[src/hdl/median_filter_3x3_defines.svh]
// assertion macros shared by the median filter rtl
`ifndef MEDIAN_FILTER_3X3_DEFINES_SVH
`define MEDIAN_FILTER_3X3_DEFINES_SVH

`ifndef SYNTHESIS
// property checked at every clock edge out of reset
`define MF3_ASSERT(lbl, prop, msg) \
  lbl: assert property (@(posedge clk) disable iff (!rst_n) (prop)) else $error(msg);
// condition now implies property in the next cycle
`define MF3_ASSERT_NEXT(lbl, cond, prop, msg) \
  lbl: assert property (@(posedge clk) disable iff (!rst_n) (cond) |=> (prop)) else $error(msg);
`else
`define MF3_ASSERT(lbl, prop, msg)
`define MF3_ASSERT_NEXT(lbl, cond, prop, msg)
`endif

`endif

[src/hdl/mf3_pkg.sv]
package mf3_pkg;

  localparam int PIXEL_BITS   = 8;
  localparam int MAX_WIDTH    = 1024;
  localparam int COL_BITS     = $clog2(MAX_WIDTH);
  localparam int TDATA_BITS   = ((PIXEL_BITS + 7) / 8) * 8;

  // register field widths
  localparam int WIDTH_BITS    = 11;
  localparam int HEIGHT_BITS   = 21;
  localparam int HEIGHT_LIMIT  = 1048576;
  localparam int ROW_BITS      = $clog2(HEIGHT_LIMIT);
  localparam int RESET_WIDTH   = 640;
  localparam int RESET_HEIGHT  = 480;
  localparam int CFG_INDEX_BITS = 1;
  localparam int CFG_DATA_BITS  = 21;

  localparam int WIN_SIZE = 9;
  localparam int WIN_MID  = 4;

  localparam int QUEUE_DEPTH = 4;
  localparam int QPTR_BITS   = $clog2(QUEUE_DEPTH);

  typedef enum logic [CFG_INDEX_BITS-1:0] {
    REG_FRAME_WIDTH  = 1'b0,
    REG_FRAME_HEIGHT = 1'b1
  } cfg_reg_t;

  typedef logic [PIXEL_BITS-1:0] pixel_t;

  // one classified item handed from front to back
  typedef struct packed {
    pixel_t              pixel;
    logic [COL_BITS-1:0] col;
    logic                emit;
    logic                border;
    logic                fend;
  } item_t;

endpackage

[src/hdl/mf3_queue.sv]
`include "median_filter_3x3_defines.svh"

module mf3_queue (
  input  logic           clk,
  input  logic           rst_n,
  input  logic           push,
  input  mf3_pkg::item_t push_item,
  output logic           full,
  input  logic           pop,
  output mf3_pkg::item_t pop_item,
  output logic           empty
);

  mf3_pkg::item_t                   mem_r [mf3_pkg::QUEUE_DEPTH];
  logic [mf3_pkg::QPTR_BITS-1:0]    wptr_r;
  logic [mf3_pkg::QPTR_BITS-1:0]    rptr_r;
  logic [mf3_pkg::QPTR_BITS:0]      count_r;

  assign full     = count_r == (mf3_pkg::QPTR_BITS + 1)'(mf3_pkg::QUEUE_DEPTH);
  assign empty    = count_r == '0;
  assign pop_item = mem_r[rptr_r];

  always_ff @(posedge clk) begin
    if (!rst_n) begin
      wptr_r  <= '0;
      rptr_r  <= '0;
      count_r <= '0;
    end else begin
      if (push) begin
        wptr_r <= wptr_r + mf3_pkg::QPTR_BITS'(1);
      end
      if (pop) begin
        rptr_r <= rptr_r + mf3_pkg::QPTR_BITS'(1);
      end
      if (push && !pop) begin
        count_r <= count_r + (mf3_pkg::QPTR_BITS + 1)'(1);
      end else if (pop && !push) begin
        count_r <= count_r - (mf3_pkg::QPTR_BITS + 1)'(1);
      end
    end
  end

  always_ff @(posedge clk) begin
    if (push) begin
      mem_r[wptr_r] <= push_item;
    end
  end

  `MF3_ASSERT(a_queue_guarded, !(push && full) && !(pop && empty), "queue overrun or underrun")

endmodule

[config.mk]
export PLATFORM = sky130hd
export DESIGN_NAME = mf3_queue
export DESIGN_NICKNAME = d
export VERILOG_FILES = /design/src/hdl/mf3_pkg.sv /design/src/hdl/mf3_queue.sv
export VERILOG_INCLUDE_DIRS = /design/src /design/src/hdl
export SDC_FILE = /design/constraint.sdc
export NUM_CORES = 1
export LEC_CHECK = 0
export BUFFER_PORTS_ARGS = -buffer_cell sky130_fd_sc_hd__buf_2
export CELL_PAD_IN_SITES_DETAIL_PLACEMENT = 0
export CELL_PAD_IN_SITES_GLOBAL_PLACEMENT = 1
export CORE_MARGIN = 1
export CORE_UTILIZATION = 49
export CTS_BUF_LIST = sky130_fd_sc_hd__clkbuf_16
export CTS_CLUSTER_DIAMETER = 120
export DETAILED_ROUTE_END_ITERATION = 10
export GPL_ROUTABILITY_DRIVEN = 0
export GPL_TIMING_DRIVEN = 0
export PLACE_DENSITY = 0.75
export SLEW_MARGIN = 10
export SYNTH_ARGS = -nofsm -noshare
export SYNTH_HDL_FRONTEND = slang
export SYNTH_SLANG_ARGS = --single-unit
[constraint.sdc]
create_clock -name clk -period 1.95 [get_ports clk]
set_input_delay 0.2925 -clock clk [delete_from_list [all_inputs] [get_ports clk]]
set_output_delay 0.2925 -clock clk [all_outputs]
set_load 0.05 [all_outputs]
==> results.cfg <==
[timing]
setup_viol = 0
min_period_over_period_pct = 97.1
post-route-min-period_ns = 1.89
hold_viol_final = 0
finalWorstSetupSlack_ns = 0.0560
holdWs_ns = 0.177
rsz0062_at_grt = no
max_slew_margin_pct = 26.9
tightest_slew_ns = 1.10
finalSetupTns_ns = 0
max_freq_mhz = 528
skew_ns = 0.00439
slew_viol_final = 0

[synth]
synth.area.top_cells = edfxtp_1, mux4_2, dfxtp_1, ha_1, and2_1
synth-xor-area-share_pct = 1.26
syn-cell-area_mm2 = 0.00348
synthMuxAreaShare_pct = 14.3
synth_top_family_by_area = multiplexers
syn-num-nets = 183
synth_compound_area_share_pct = 0.360
post-synth-top-area-cell = edfxtp_1
yosysWarnings = 0
synthSimpleGateAreaFrac_pct = 2.63
syn_inst = 152
avgSynthCellArea_um2 = 22.9
synthAdderAreaFrac_pct = 2.37
ys_seq_area_share_pct = 77.7
ys_ff_latch = 93
synth_cell_type_count = 20
synth_top_area_share_pct = 72.5

[worst_hold_path]
worstHoldStart = push_item[17]
hold_path_depth = 1
holdPathEnd = mem_r[2][17]
hp-class = in2reg

[cts]
clkLatencyLatePin_ns = 0.33
path_clk_slew_ns = 0.06
cts_buffers = 9
cts_tree = done
cts.sinks = 93
clockBufferDepth = 2
cts_setup_buffers = 0
cts_max_level = 3
cts-root-buf = clkbuf_16

[placed_design]
dp_hpwl_um = 3520
dp_slack_ns = -0.0279
placed_area_mm2 = 0.00383
io_buffers = 47

[finish]
layout-drive-gt1-share_pct = 40.0
ff_latch_area_mm2 = 0.00271
multi_input_area_um2 = 728
fill_cells = 503
areaGrowthSynthToFinish_pct = 19.8
final_cell_area_mm2 = 0.00416
nets = 241
diodes = 0
post-route-util_pct = 61.0

[drt]
wire_per_inst_um = 17.5
num_vias = 1615
ant_nets = 0
drc = 0
routed_wl_um = 5450
drtIter0Drc = 86
viasPerCell = 5.19
drt-pass1-iter-count = 4

[floorplanning]
initial_core_util_pct = 50.9
num_rows = 30
io_pins = 48
core_area_mm2 = 0.00683
die_area_mm2 = 0.00744
die_x_um = 86.2
chipHeight_um = 86.2

[worst_setup_path]
critPathArrivalTime_ns = 1.60
startpoint_type = register
r2r_start = wptr_r[0]
cp_data_required_time_ns = 1.66
crit_type = reg2out
end_kind = primary output
r2r_cells = 2
r2r_end = mem_r[3][12]
rrSetupSlack_ns = 0.13
crit_fanout = 10

[global_routing]
grt_max_degree = 22
antenna_found_initial = 0
grt_pass1_wl_um = 8790
grt_pass1_vias = 1801
grt-ovfl-total = 0
track_usage_pct = 16.7

[pwr]
ir_drop_mv = 0.527
p_leak_nw = 1.46
power_density_mw_per_mm2 = 1120

[flow_run]
maxCapViolations = 0

[outcome]
status = complete, no violations
-- worst max-delay path by stage --
stage                           from           to
after floorplan           count_r[1]         full
after global placement     wptr_r[0]  mem_r[0][9]
after detailed placement        push   count_r[2]
after CTS                   register  pop_item[6]
after global routing        register  pop_item[0]
final                       register  pop_item[6]
-- synth_stat cells, drive strengths merged --
| cell type | number |
|---|---|
| dfxtp | 9 |
| xnor2 | 2 |
| or3 | 1 |
| nor3b | 1 |
| and2 | 9 |
| inv | 4 |
| mux2i | 2 |
| nand2 | 1 |
| edfxtp | 84 |
| xor2 | 3 |
| mux4 | 21 |
| ha | 5 |
| buf | 4 |
| o21ai | 1 |
| a21boi | 1 |
| nor3 | 1 |
| fa | 1 |
| nor2b | 2 |
-- routing by layer --
metal | vias to the layer above | wire [um] | global-route usage, %
met1 | 824 | 2080 | 18.2
met5 | - | 0 | 0
met3 | 16 | 191 | 4.10
met2 | 41 | 3020 | 29.9
met4 | 0 | 159 | 9.24
li1 | 734 | - | -
-- per-stage QoR --
stage | power (mW) | std cells
2_1_floorplan | 2.88 | 152
3_3_place_gp | 3.03 | 295
3_5_place_dp | 3.06 | 295
4_1_cts | 4.70 | 311
5_1_grt | 4.81 | 311
6_report | 4.66 | 311
-- registers in the layout (all words and copies together), names as in the netlist, named ones only --
signal   count
mem_r       84
count_r      3
wptr_r       2
rptr_r       2
-- cells in the final DEF (no fill, tap or decap), drive strengths merged --
master    instances
a21boi            1
and2              9
buf              48
bufinv            1
clkbuf           12
clkinv            3
clkinvlp          1
dfxtp             9
edfxtp           84
fa                1
ha                5
inv               6
mux2i             2
mux4             21
nand2             1
nor2b             2
nor3              1
nor3b             1
o21ai             1
or3               1
xnor2             2
xor2              3
-- area by class of cell --
class | count | area share (%)
Tap cell | 96 | 2.88
Timing Repair Buffer | 47 | 6.25
Inverter | 4 | 0.361
Multi-Input combinational cell | 51 | 17.5
Clock buffer | 9 | 5.41
Clock inverter | 7 | 1.41
Buffer | 4 | 1.20
Sequential cell | 93 | 65.0
-- cells by family after synthesis --
family	Yosys count
adders and majority gates	6
muxes	23
AOI/OAI and AO/OA	2
and+or+nand+nor	15
buffers and inverters	8
xor gates and xnor gates	5
DFF	93
-- worst max-delay path, cell delays in order (launching register included) --
cell     delay (ns)
dfxtp_4        0.39
buf_12         0.16
mux4_2         0.52
buf_4          0.21
-- what timing repair did --
item | in CTS | in global routing
gates resized for setup | 10 | 7
cloned | 0 | 0
setup endpoints to repair | 20 | 41
hold buffers | 0 | 0
-- report_power, final --
part	switching [mW]	internal, mW	total [mW]	leakage [nW]
Sequential	0.0425	2.29	2.33	0.847
Combinational	0.467	0.244	0.712	0.469
Clock	0.648	0.973	1.62	0.145
Power figures use the tool's default switching activity.
