--- config.mk ---
export PLATFORM = sky130hd
export DESIGN_NAME = mf3_front
export DESIGN_NICKNAME = d
export VERILOG_FILES = /design/src/hdl/mf3_pkg.sv /design/src/hdl/mf3_front.sv
export VERILOG_INCLUDE_DIRS = /design/src /design/src/hdl
export SDC_FILE = /design/constraint.sdc
export NUM_CORES = 1
export LEC_CHECK = 0
export BUFFER_PORTS_ARGS = -buffer_cell sky130_fd_sc_hd__buf_2
export CAP_MARGIN = 10
export CORE_UTILIZATION = 45
export CTS_CLUSTER_DIAMETER = 50
export CTS_CLUSTER_SIZE = 24
export DETAILED_ROUTE_END_ITERATION = 6
export PLACE_DENSITY = 0.76
export SLEW_MARGIN = 20
export SYNTH_ARGS = -nofsm -noshare
export SYNTH_HDL_FRONTEND = slang
export SYNTH_SLANG_ARGS = --single-unit
--- constraint.sdc ---
create_clock -name clk -period 4 [get_ports clk]
set_input_delay 0.6 -clock clk [delete_from_list [all_inputs] [get_ports clk]]
set_output_delay 0.6 -clock clk [all_outputs]
set_load 0.005 [all_outputs]
--- src/hdl/median_filter_3x3_defines.svh ---
// assertion macros shared by the median filter rtl
`ifndef MEDIAN_FILTER_3X3_DEFINES_SVH
`define MEDIAN_FILTER_3X3_DEFINES_SVH

`ifndef SYNTHESIS
// property checked at every clock edge out of reset
`define MF3_ASSERT(lbl, prop, msg) \
  lbl: assert property (@(posedge clk) disable iff (!rst_n) (prop)) else $error(msg);
// condition now implies property in the next cycle
`define MF3_ASSERT_NEXT(lbl, cond, prop, msg) \
  lbl: assert property (@(posedge clk) disable iff (!rst_n) (cond) |=> (prop)) else $error(msg);
`else
`define MF3_ASSERT(lbl, prop, msg)
`define MF3_ASSERT_NEXT(lbl, cond, prop, msg)
`endif

`endif

--- src/hdl/mf3_pkg.sv ---
package mf3_pkg;

  localparam int PIXEL_BITS   = 8;
  localparam int MAX_WIDTH    = 1024;
  localparam int COL_BITS     = $clog2(MAX_WIDTH);
  localparam int TDATA_BITS   = ((PIXEL_BITS + 7) / 8) * 8;

  // register field widths
  localparam int WIDTH_BITS    = 11;
  localparam int HEIGHT_BITS   = 21;
  localparam int HEIGHT_LIMIT  = 1048576;
  localparam int ROW_BITS      = $clog2(HEIGHT_LIMIT);
  localparam int RESET_WIDTH   = 640;
  localparam int RESET_HEIGHT  = 480;
  localparam int CFG_INDEX_BITS = 1;
  localparam int CFG_DATA_BITS  = 21;

  localparam int WIN_SIZE = 9;
  localparam int WIN_MID  = 4;

  localparam int QUEUE_DEPTH = 4;
  localparam int QPTR_BITS   = $clog2(QUEUE_DEPTH);

  typedef enum logic [CFG_INDEX_BITS-1:0] {
    REG_FRAME_WIDTH  = 1'b0,
    REG_FRAME_HEIGHT = 1'b1
  } cfg_reg_t;

  typedef logic [PIXEL_BITS-1:0] pixel_t;

  // one classified item handed from front to back
  typedef struct packed {
    pixel_t              pixel;
    logic [COL_BITS-1:0] col;
    logic                emit;
    logic                border;
    logic                fend;
  } item_t;

endpackage

--- src/hdl/mf3_front.sv ---
`include "median_filter_3x3_defines.svh"

module mf3_front (
  input  logic                               clk,
  input  logic                               rst_n,
  input  logic                               in_tvalid,
  output logic                               in_tready,
  input  logic [mf3_pkg::TDATA_BITS-1:0]     in_tdata,
  input  logic                               in_tuser,
  input  logic                               cfg_valid,
  output logic                               cfg_ready,
  input  logic [mf3_pkg::CFG_INDEX_BITS-1:0] cfg_index,
  input  logic [mf3_pkg::CFG_DATA_BITS-1:0]  cfg_data,
  input  logic                               q_full,
  output logic                               q_push,
  output mf3_pkg::item_t                     q_item
);

  // how many input rows have been completed, saturating
  typedef enum logic [1:0] {
    ROWS_NONE,
    ROWS_ONE,
    ROWS_MANY
  } row_phase_t;

  row_phase_t                       phase_r;
  logic [mf3_pkg::COL_BITS-1:0]     w_m1_r;
  logic [mf3_pkg::ROW_BITS-1:0]     h_m1_r;
  logic [mf3_pkg::COL_BITS-1:0]     col_r;
  logic [mf3_pkg::COL_BITS-1:0]     ocol_r;
  logic [mf3_pkg::ROW_BITS-1:0]     orow_r;

  logic                             accept;
  logic                             col_last;
  logic                             ocol_last;
  logic                             orow_last;
  logic                             emit;
  logic                             fend;
  logic [mf3_pkg::WIDTH_BITS-1:0]   cfg_w;
  logic [mf3_pkg::HEIGHT_BITS-1:0]  cfg_h;
  logic [mf3_pkg::COL_BITS-1:0]     w_m1_nxt;
  logic [mf3_pkg::ROW_BITS-1:0]     h_m1_nxt;

  assign cfg_ready = 1'b1;
  assign in_tready = !q_full;
  assign accept    = in_tvalid && !q_full;
  assign q_push    = accept;

  assign col_last  = col_r == w_m1_r;
  assign ocol_last = ocol_r == w_m1_r;
  assign orow_last = orow_r == h_m1_r;
  // a result is due once one row and one pixel have gone in
  assign emit      = (phase_r == ROWS_MANY) || ((phase_r == ROWS_ONE) && (col_r != '0));
  assign fend      = emit && orow_last && ocol_last;

  always_comb begin
    q_item.pixel  = in_tuser ? '0 : in_tdata[mf3_pkg::PIXEL_BITS-1:0];
    q_item.col    = col_r;
    q_item.emit   = emit;
    q_item.border = (orow_r == '0) || orow_last || (ocol_r == '0) || ocol_last;
    q_item.fend   = fend;
  end

  // saturate register values and keep them as size minus one
  assign cfg_w = cfg_data[mf3_pkg::WIDTH_BITS-1:0];
  assign cfg_h = cfg_data[mf3_pkg::HEIGHT_BITS-1:0];

  always_comb begin
    if (cfg_w == '0) begin
      w_m1_nxt = '0;
    end else if (cfg_w > mf3_pkg::WIDTH_BITS'(mf3_pkg::MAX_WIDTH)) begin
      w_m1_nxt = mf3_pkg::COL_BITS'(mf3_pkg::MAX_WIDTH - 1);
    end else begin
      w_m1_nxt = mf3_pkg::COL_BITS'(cfg_w - mf3_pkg::WIDTH_BITS'(1));
    end
    if (cfg_h == '0) begin
      h_m1_nxt = '0;
    end else if (cfg_h > mf3_pkg::HEIGHT_BITS'(mf3_pkg::HEIGHT_LIMIT)) begin
      h_m1_nxt = mf3_pkg::ROW_BITS'(mf3_pkg::HEIGHT_LIMIT - 1);
    end else begin
      h_m1_nxt = mf3_pkg::ROW_BITS'(cfg_h - mf3_pkg::HEIGHT_BITS'(1));
    end
  end

  always_ff @(posedge clk) begin
    if (!rst_n) begin
      w_m1_r  <= mf3_pkg::COL_BITS'(mf3_pkg::RESET_WIDTH - 1);
      h_m1_r  <= mf3_pkg::ROW_BITS'(mf3_pkg::RESET_HEIGHT - 1);
      phase_r <= ROWS_NONE;
      col_r   <= '0;
      ocol_r  <= '0;
      orow_r  <= '0;
    end else if (cfg_valid) begin
      unique case (mf3_pkg::cfg_reg_t'(cfg_index))
        mf3_pkg::REG_FRAME_WIDTH:  w_m1_r <= w_m1_nxt;
        mf3_pkg::REG_FRAME_HEIGHT: h_m1_r <= h_m1_nxt;
        default: ;
      endcase
      // any write restarts the frame
      phase_r <= ROWS_NONE;
      col_r   <= '0;
      ocol_r  <= '0;
      orow_r  <= '0;
    end else if (accept) begin
      if (fend) begin
        phase_r <= ROWS_NONE;
        col_r   <= '0;
        ocol_r  <= '0;
        orow_r  <= '0;
      end else begin
        col_r <= col_last ? '0 : col_r + mf3_pkg::COL_BITS'(1);
        if (col_last) begin
          unique case (phase_r)
            ROWS_NONE: phase_r <= ROWS_ONE;
            ROWS_ONE:  phase_r <= ROWS_MANY;
            default:   phase_r <= ROWS_MANY;
          endcase
        end
        if (emit) begin
          ocol_r <= ocol_last ? '0 : ocol_r + mf3_pkg::COL_BITS'(1);
          if (ocol_last) begin
            orow_r <= orow_r + mf3_pkg::ROW_BITS'(1);
          end
        end
      end
    end
  end

  `MF3_ASSERT(a_col_in_frame, (col_r <= w_m1_r) && (ocol_r <= w_m1_r), "column past frame width")
  `MF3_ASSERT(a_fend_on_border, q_push && q_item.fend |-> q_item.border && q_item.emit, "frame end off border")

endmodule

==> Flow_metrics.wiki <==
{| class="wikitable"
! Metric !! Value
|-
| Total global routing overflow || 0
|-
| CTS buffer count || 9
|-
| Number of remaining DRC errors || 0
|-
| Yosys warning total || 0
|-
| Biggest fanout along the worst timing path || 26
|-
| Worst Skew || 0.00754 ns
|-
| Mux cell area share after synthesis || 0.269%
|-
| Pin count of the biggest net entering global routing || 27
|-
| CP Data Required Time || 4.20 ns
|-
| Cells resized by post-CTS repair || 0
|-
| Starting Density || 47.4%
|-
| Number of post-CTS setup repair buffers || 0
|-
| Clock tree from TritonCTS || yes
|-
| Routed vias || roughly 3900
|-
| Number of different library cells in the post-synthesis netlist || between 50 and 60
|-
| Top-count cell post-synth || sky130_fd_sc_hd__dfxtp_1
|-
| Die Span Y || between 90 and 100 um
|-
| R2r worst-path depth || 8
|-
| Core box area || 8850 um^2
|-
| Initial detailed-routing violation count || 157
|-
| Highest routing layer actually used || met4
|-
| Slew at the pin with the worst max-slew slack || between 0.7 and 0.8 ns
|-
| Number of nets in the layout || 607
|-
| CP Cell Sequence || inv_1, ha_1, nor4b_2, a311oi_1, o21a_1, and2_2, a21o_1, nor3_1
|-
| Number of cells on the worst hold path || 2
|-
| Number of placed I/O pins || 60
|-
| Compound-gate portion of the synthesized area || between 10% and 20%
|-
| Row count || 34
|-
| Flops & latches, synth || 72
|-
| Setup Total Neg Slack || 0 ns
|-
| Sequential cell area fraction in the yosys report || 34.4%
|-
| Relative max-transition margin || 46.7%
|-
| Arrival @ worst endpoint || 3.29 ns
|-
| Post-synth EDFFs || 0
|-
| Worst IR drop on VDD || between 0.1 and 0.15 mV
|-
| Via count of the first global-routing pass || 3546
|-
| Worst Setup Start Kind || flip-flop
|-
| DRT Wirelength || 10100 um
|-
| Static leakage || 1.63 nW
|-
| Clock transition time at the flip-flop clock pins of the worst setup and hold paths || 0.07 ns
|-
| Most frequent cells after synthesis || sky130_fd_sc_hd__dfxtp_1 (72), sky130_fd_sc_hd__nand2_1 (58), sky130_fd_sc_hd__a21oi_1 (44)
|-
| Total GRT Usage || 21.3%
|-
| Dominant combinational cell family by area after synthesis || simple AND/OR/NAND/NOR gates
|-
| Detailed-route vias per instance || between 5 and 6
|-
| Fraction of final layout cells with drive strength greater than 1 || 14.0%
|-
| Reg-to-Reg End || col_r[4]
|-
| Final ANT Viol Nets || 0
|-
| Area growth from synthesis to layout || 9.85%
|-
| Cell accounting for the most synthesized area || sky130_fd_sc_hd__dfxtp_1
|-
| Main area contributors after synthesis || sky130_fd_sc_hd__dfxtp_1 (34%), sky130_fd_sc_hd__xnor2_1 (8.6%), sky130_fd_sc_hd__xor2_1 (6.5%)
|-
| Clock latency on the worst-skew pair || ~0.35 ns
|-
| Fmax || between 300 and 400 MHz
|-
| Critical Path Slowest Stage Cell || sky130_fd_sc_hd__a21o_1
|-
| CTS root buffer || sky130_fd_sc_hd__clkbuf_8
|-
| Syn nets || around 570
|-
| Post-synthesis share of cell area spent on and, or, nand and nor gates || approximately 28%
|-
| Origin of the critical flop-to-flop path || col_r[0]
|-
| Worst reg-to-reg setup slack || ~0.9 ns
|-
| Initial DRT Pass Iterations || 7
|-
| Async S/R FF share, synth || 0%
|-
| Diode count || 0
|-
| Adder-Cell Fraction of Synth Area || around 2.1%
|-
| Routed wire length on met3 || 457 um
|-
| XOR/XNOR Fraction of Synth Area || 15.0%
|-
| Syn Inst Count || 524
|-
| Gate family responsible for the most delay along the worst path || compound AO/OA/AOI/OAI gates
|-
| Critical path class || flip-flop to flip-flop
|-
| H-tree levels || 3
|-
| Maximum Capacitance Violations || 0
|-
| End point of the worst hold path || h_m1_r[5]
|-
| Cell area after synthesis || approximately 4200 um^2
|-
| Die width || 98.5 um
|-
| Pwr per Cell Area || 296 nW/um^2
|-
| Hold Path Origin || h_m1_r[5]
|-
| Slowest cell delay on critical path || 0.65 ns
|-
| Routed length on met2 || roughly 4800 um
|-
| Post-Syn Area per Cell || ~8.0 um^2
|-
| Global-route wire length before repair || 16700 um
|-
| Run status || finished clean
|-
| Path class of the lowest-slack min-delay path || flip-flop to flip-flop
|-
| Final Slew Violations || 0
|-
| Unrepaired setup endpoints after global routing || no
|-
| Total of hold buffers inserted after clock tree synthesis || 0
|-
| Routed length on met1 || 4610 um
|-
| CP endpoint kind || flip-flop
|-
| Fill cell instance count of the final layout || 839
|-
| Post-detail-place hpwl || 7680 um
|-
| Final hold vios || 0
|-
| Total setup violations reported at the end of the flow || 0
|-
| Port Buffer Count || 58
|-
| Clock sink count || 72
|-
| Hold WS || between 0.4 and 0.5 ns
|-
| Most used DFF post-synth || sky130_fd_sc_hd__dfxtp_1
|-
| Maximum root-to-sink buffer count || 2
|-
| Minimum clock period after layout || ~3.1 ns
|-
| Share of the synthesized area in the top cell type || 34.4%
|-
| Wire length per cell || 14.9 um
|-
| Share of the cycle needed by the critical path after routing || ~77%
|-
| Initial antenna violation count || 0
|-
| Number of buffers and inverters on the critical path || 1
|-
| Die area || 9700 um^2
|-
| Placer congestion estimate || 0.907
|}
==> worst max-delay path by stage <==
stage                  start         end  slack [ns]  cells after the start
floorplan           col_r[0]  orow_r[16]        1.80                      9
global placement    col_r[0]    col_r[5]        1.11                      8
detailed placement  col_r[0]    col_r[9]         1.0                      8
CTS                 col_r[0]    col_r[6]        0.95                      8
global route        col_r[0]    col_r[7]        0.70                      8
finish              col_r[0]    col_r[4]        0.91                      8
==> metrics by stage <==
stage | instances | setup slack [ns] | cell area, um^2 | util (%) | power, mW
after floorplan | 524 | 1.80 | 4190 | - | 0.860
after global placement | 661 | 1.11 | 4460 | 50.4 | 0.909
after detailed placement | 661 | 0.998 | 4460 | 50.4 | 0.913
after CTS | 674 | 0.950 | 4600 | 52.0 | 1.36
after global routing | 674 | 0.703 | 4600 | 52.0 | 1.41
final | 674 | 0.913 | 4600 | 52.0 | 1.36
==> kinds of logic after synthesis <==
| kind of cell | count (synthesis) |
|---|---|
| simple gates | 219 |
| compound gates | 106 |
| xor+xnor | 72 |
| flops | 72 |
| buf+inv | 46 |
| fa+ha+maj | 7 |
| other cells | 1 |
| mux | 1 |
==> where the power goes <==
group / internal, mW / switching [mW] / leakage (nW) / total [mW]
Clock: 0.213 / 0.249 / 0.0749 / 0.462
Sequential: 0.737 / 0.0203 / 0.586 / 0.757
Combinational: 0.0608 / 0.0810 / 0.974 / 0.142
Total: 1.01 / 0.351 / 1.63 / 1.36
==> registers in the layout, indices dropped and copies added, names as in the netlist <==
signal	cells
col_r	10
h_m1_r	20
ocol_r	10
orow_r	20
phase_r	2
w_m1_r	10
==> cell usage in the layout (no fill, tap or decap), types with 3 or more instances in the layout <==
| cell type | n |
|---|---|
| sky130_fd_sc_hd__nand2_1 | 58 |
| sky130_fd_sc_hd__xnor2_1 | 41 |
| sky130_fd_sc_hd__dfxtp_1 | 72 |
| sky130_fd_sc_hd__a211oi_1 | 3 |
| sky130_fd_sc_hd__clkbuf_8 | 9 |
| sky130_fd_sc_hd__and3_1 | 4 |
| sky130_fd_sc_hd__nor2b_1 | 12 |
| sky130_fd_sc_hd__nand2b_1 | 4 |
| sky130_fd_sc_hd__ha_1 | 7 |
| sky130_fd_sc_hd__o21ai_0 | 34 |
| sky130_fd_sc_hd__nor2_1 | 36 |
| sky130_fd_sc_hd__nor3_1 | 15 |
| sky130_fd_sc_hd__nand3_1 | 15 |
| sky130_fd_sc_hd__nor4_1 | 10 |
| sky130_fd_sc_hd__a21oi_1 | 44 |
| sky130_fd_sc_hd__xor2_1 | 31 |
| sky130_fd_sc_hd__buf_2 | 58 |
| sky130_fd_sc_hd__o31ai_1 | 6 |
| sky130_fd_sc_hd__and2_1 | 4 |
| sky130_fd_sc_hd__nand4_1 | 29 |
| sky130_fd_sc_hd__or3_1 | 12 |
| sky130_fd_sc_hd__inv_1 | 16 |
| sky130_fd_sc_hd__a221o_1 | 5 |
==> metal layers <==
layer,vias to the layer above,track usage (%)
li1,1928,-
met1,1808,28.1
met2,131,35.1
met3,23,2.84
met4,0,8.84
met5,-,0
==> area by class of cell <==
class	instances	area (um^2)	share of cell area, %
well taps	108	135	2.93
inverters	17	63.8	1.39
repair buffers	58	290	6.30
clock buffers	11	131	2.85
multi-input cells	406	2530	55.0
clock inverters	2	10.0	0.217
flip-flops and latches	72	1440	31.3
==> tightest hold or removal path, delay by kind of cell (launching register included) <==
family / cells / cell delay, ns
and+or+nand+nor: 1 / 0.06
AOI/OAI and AO/OA: 1 / 0.05
DFF: 1 / 0.32
Power figures use the tool's default switching activity.
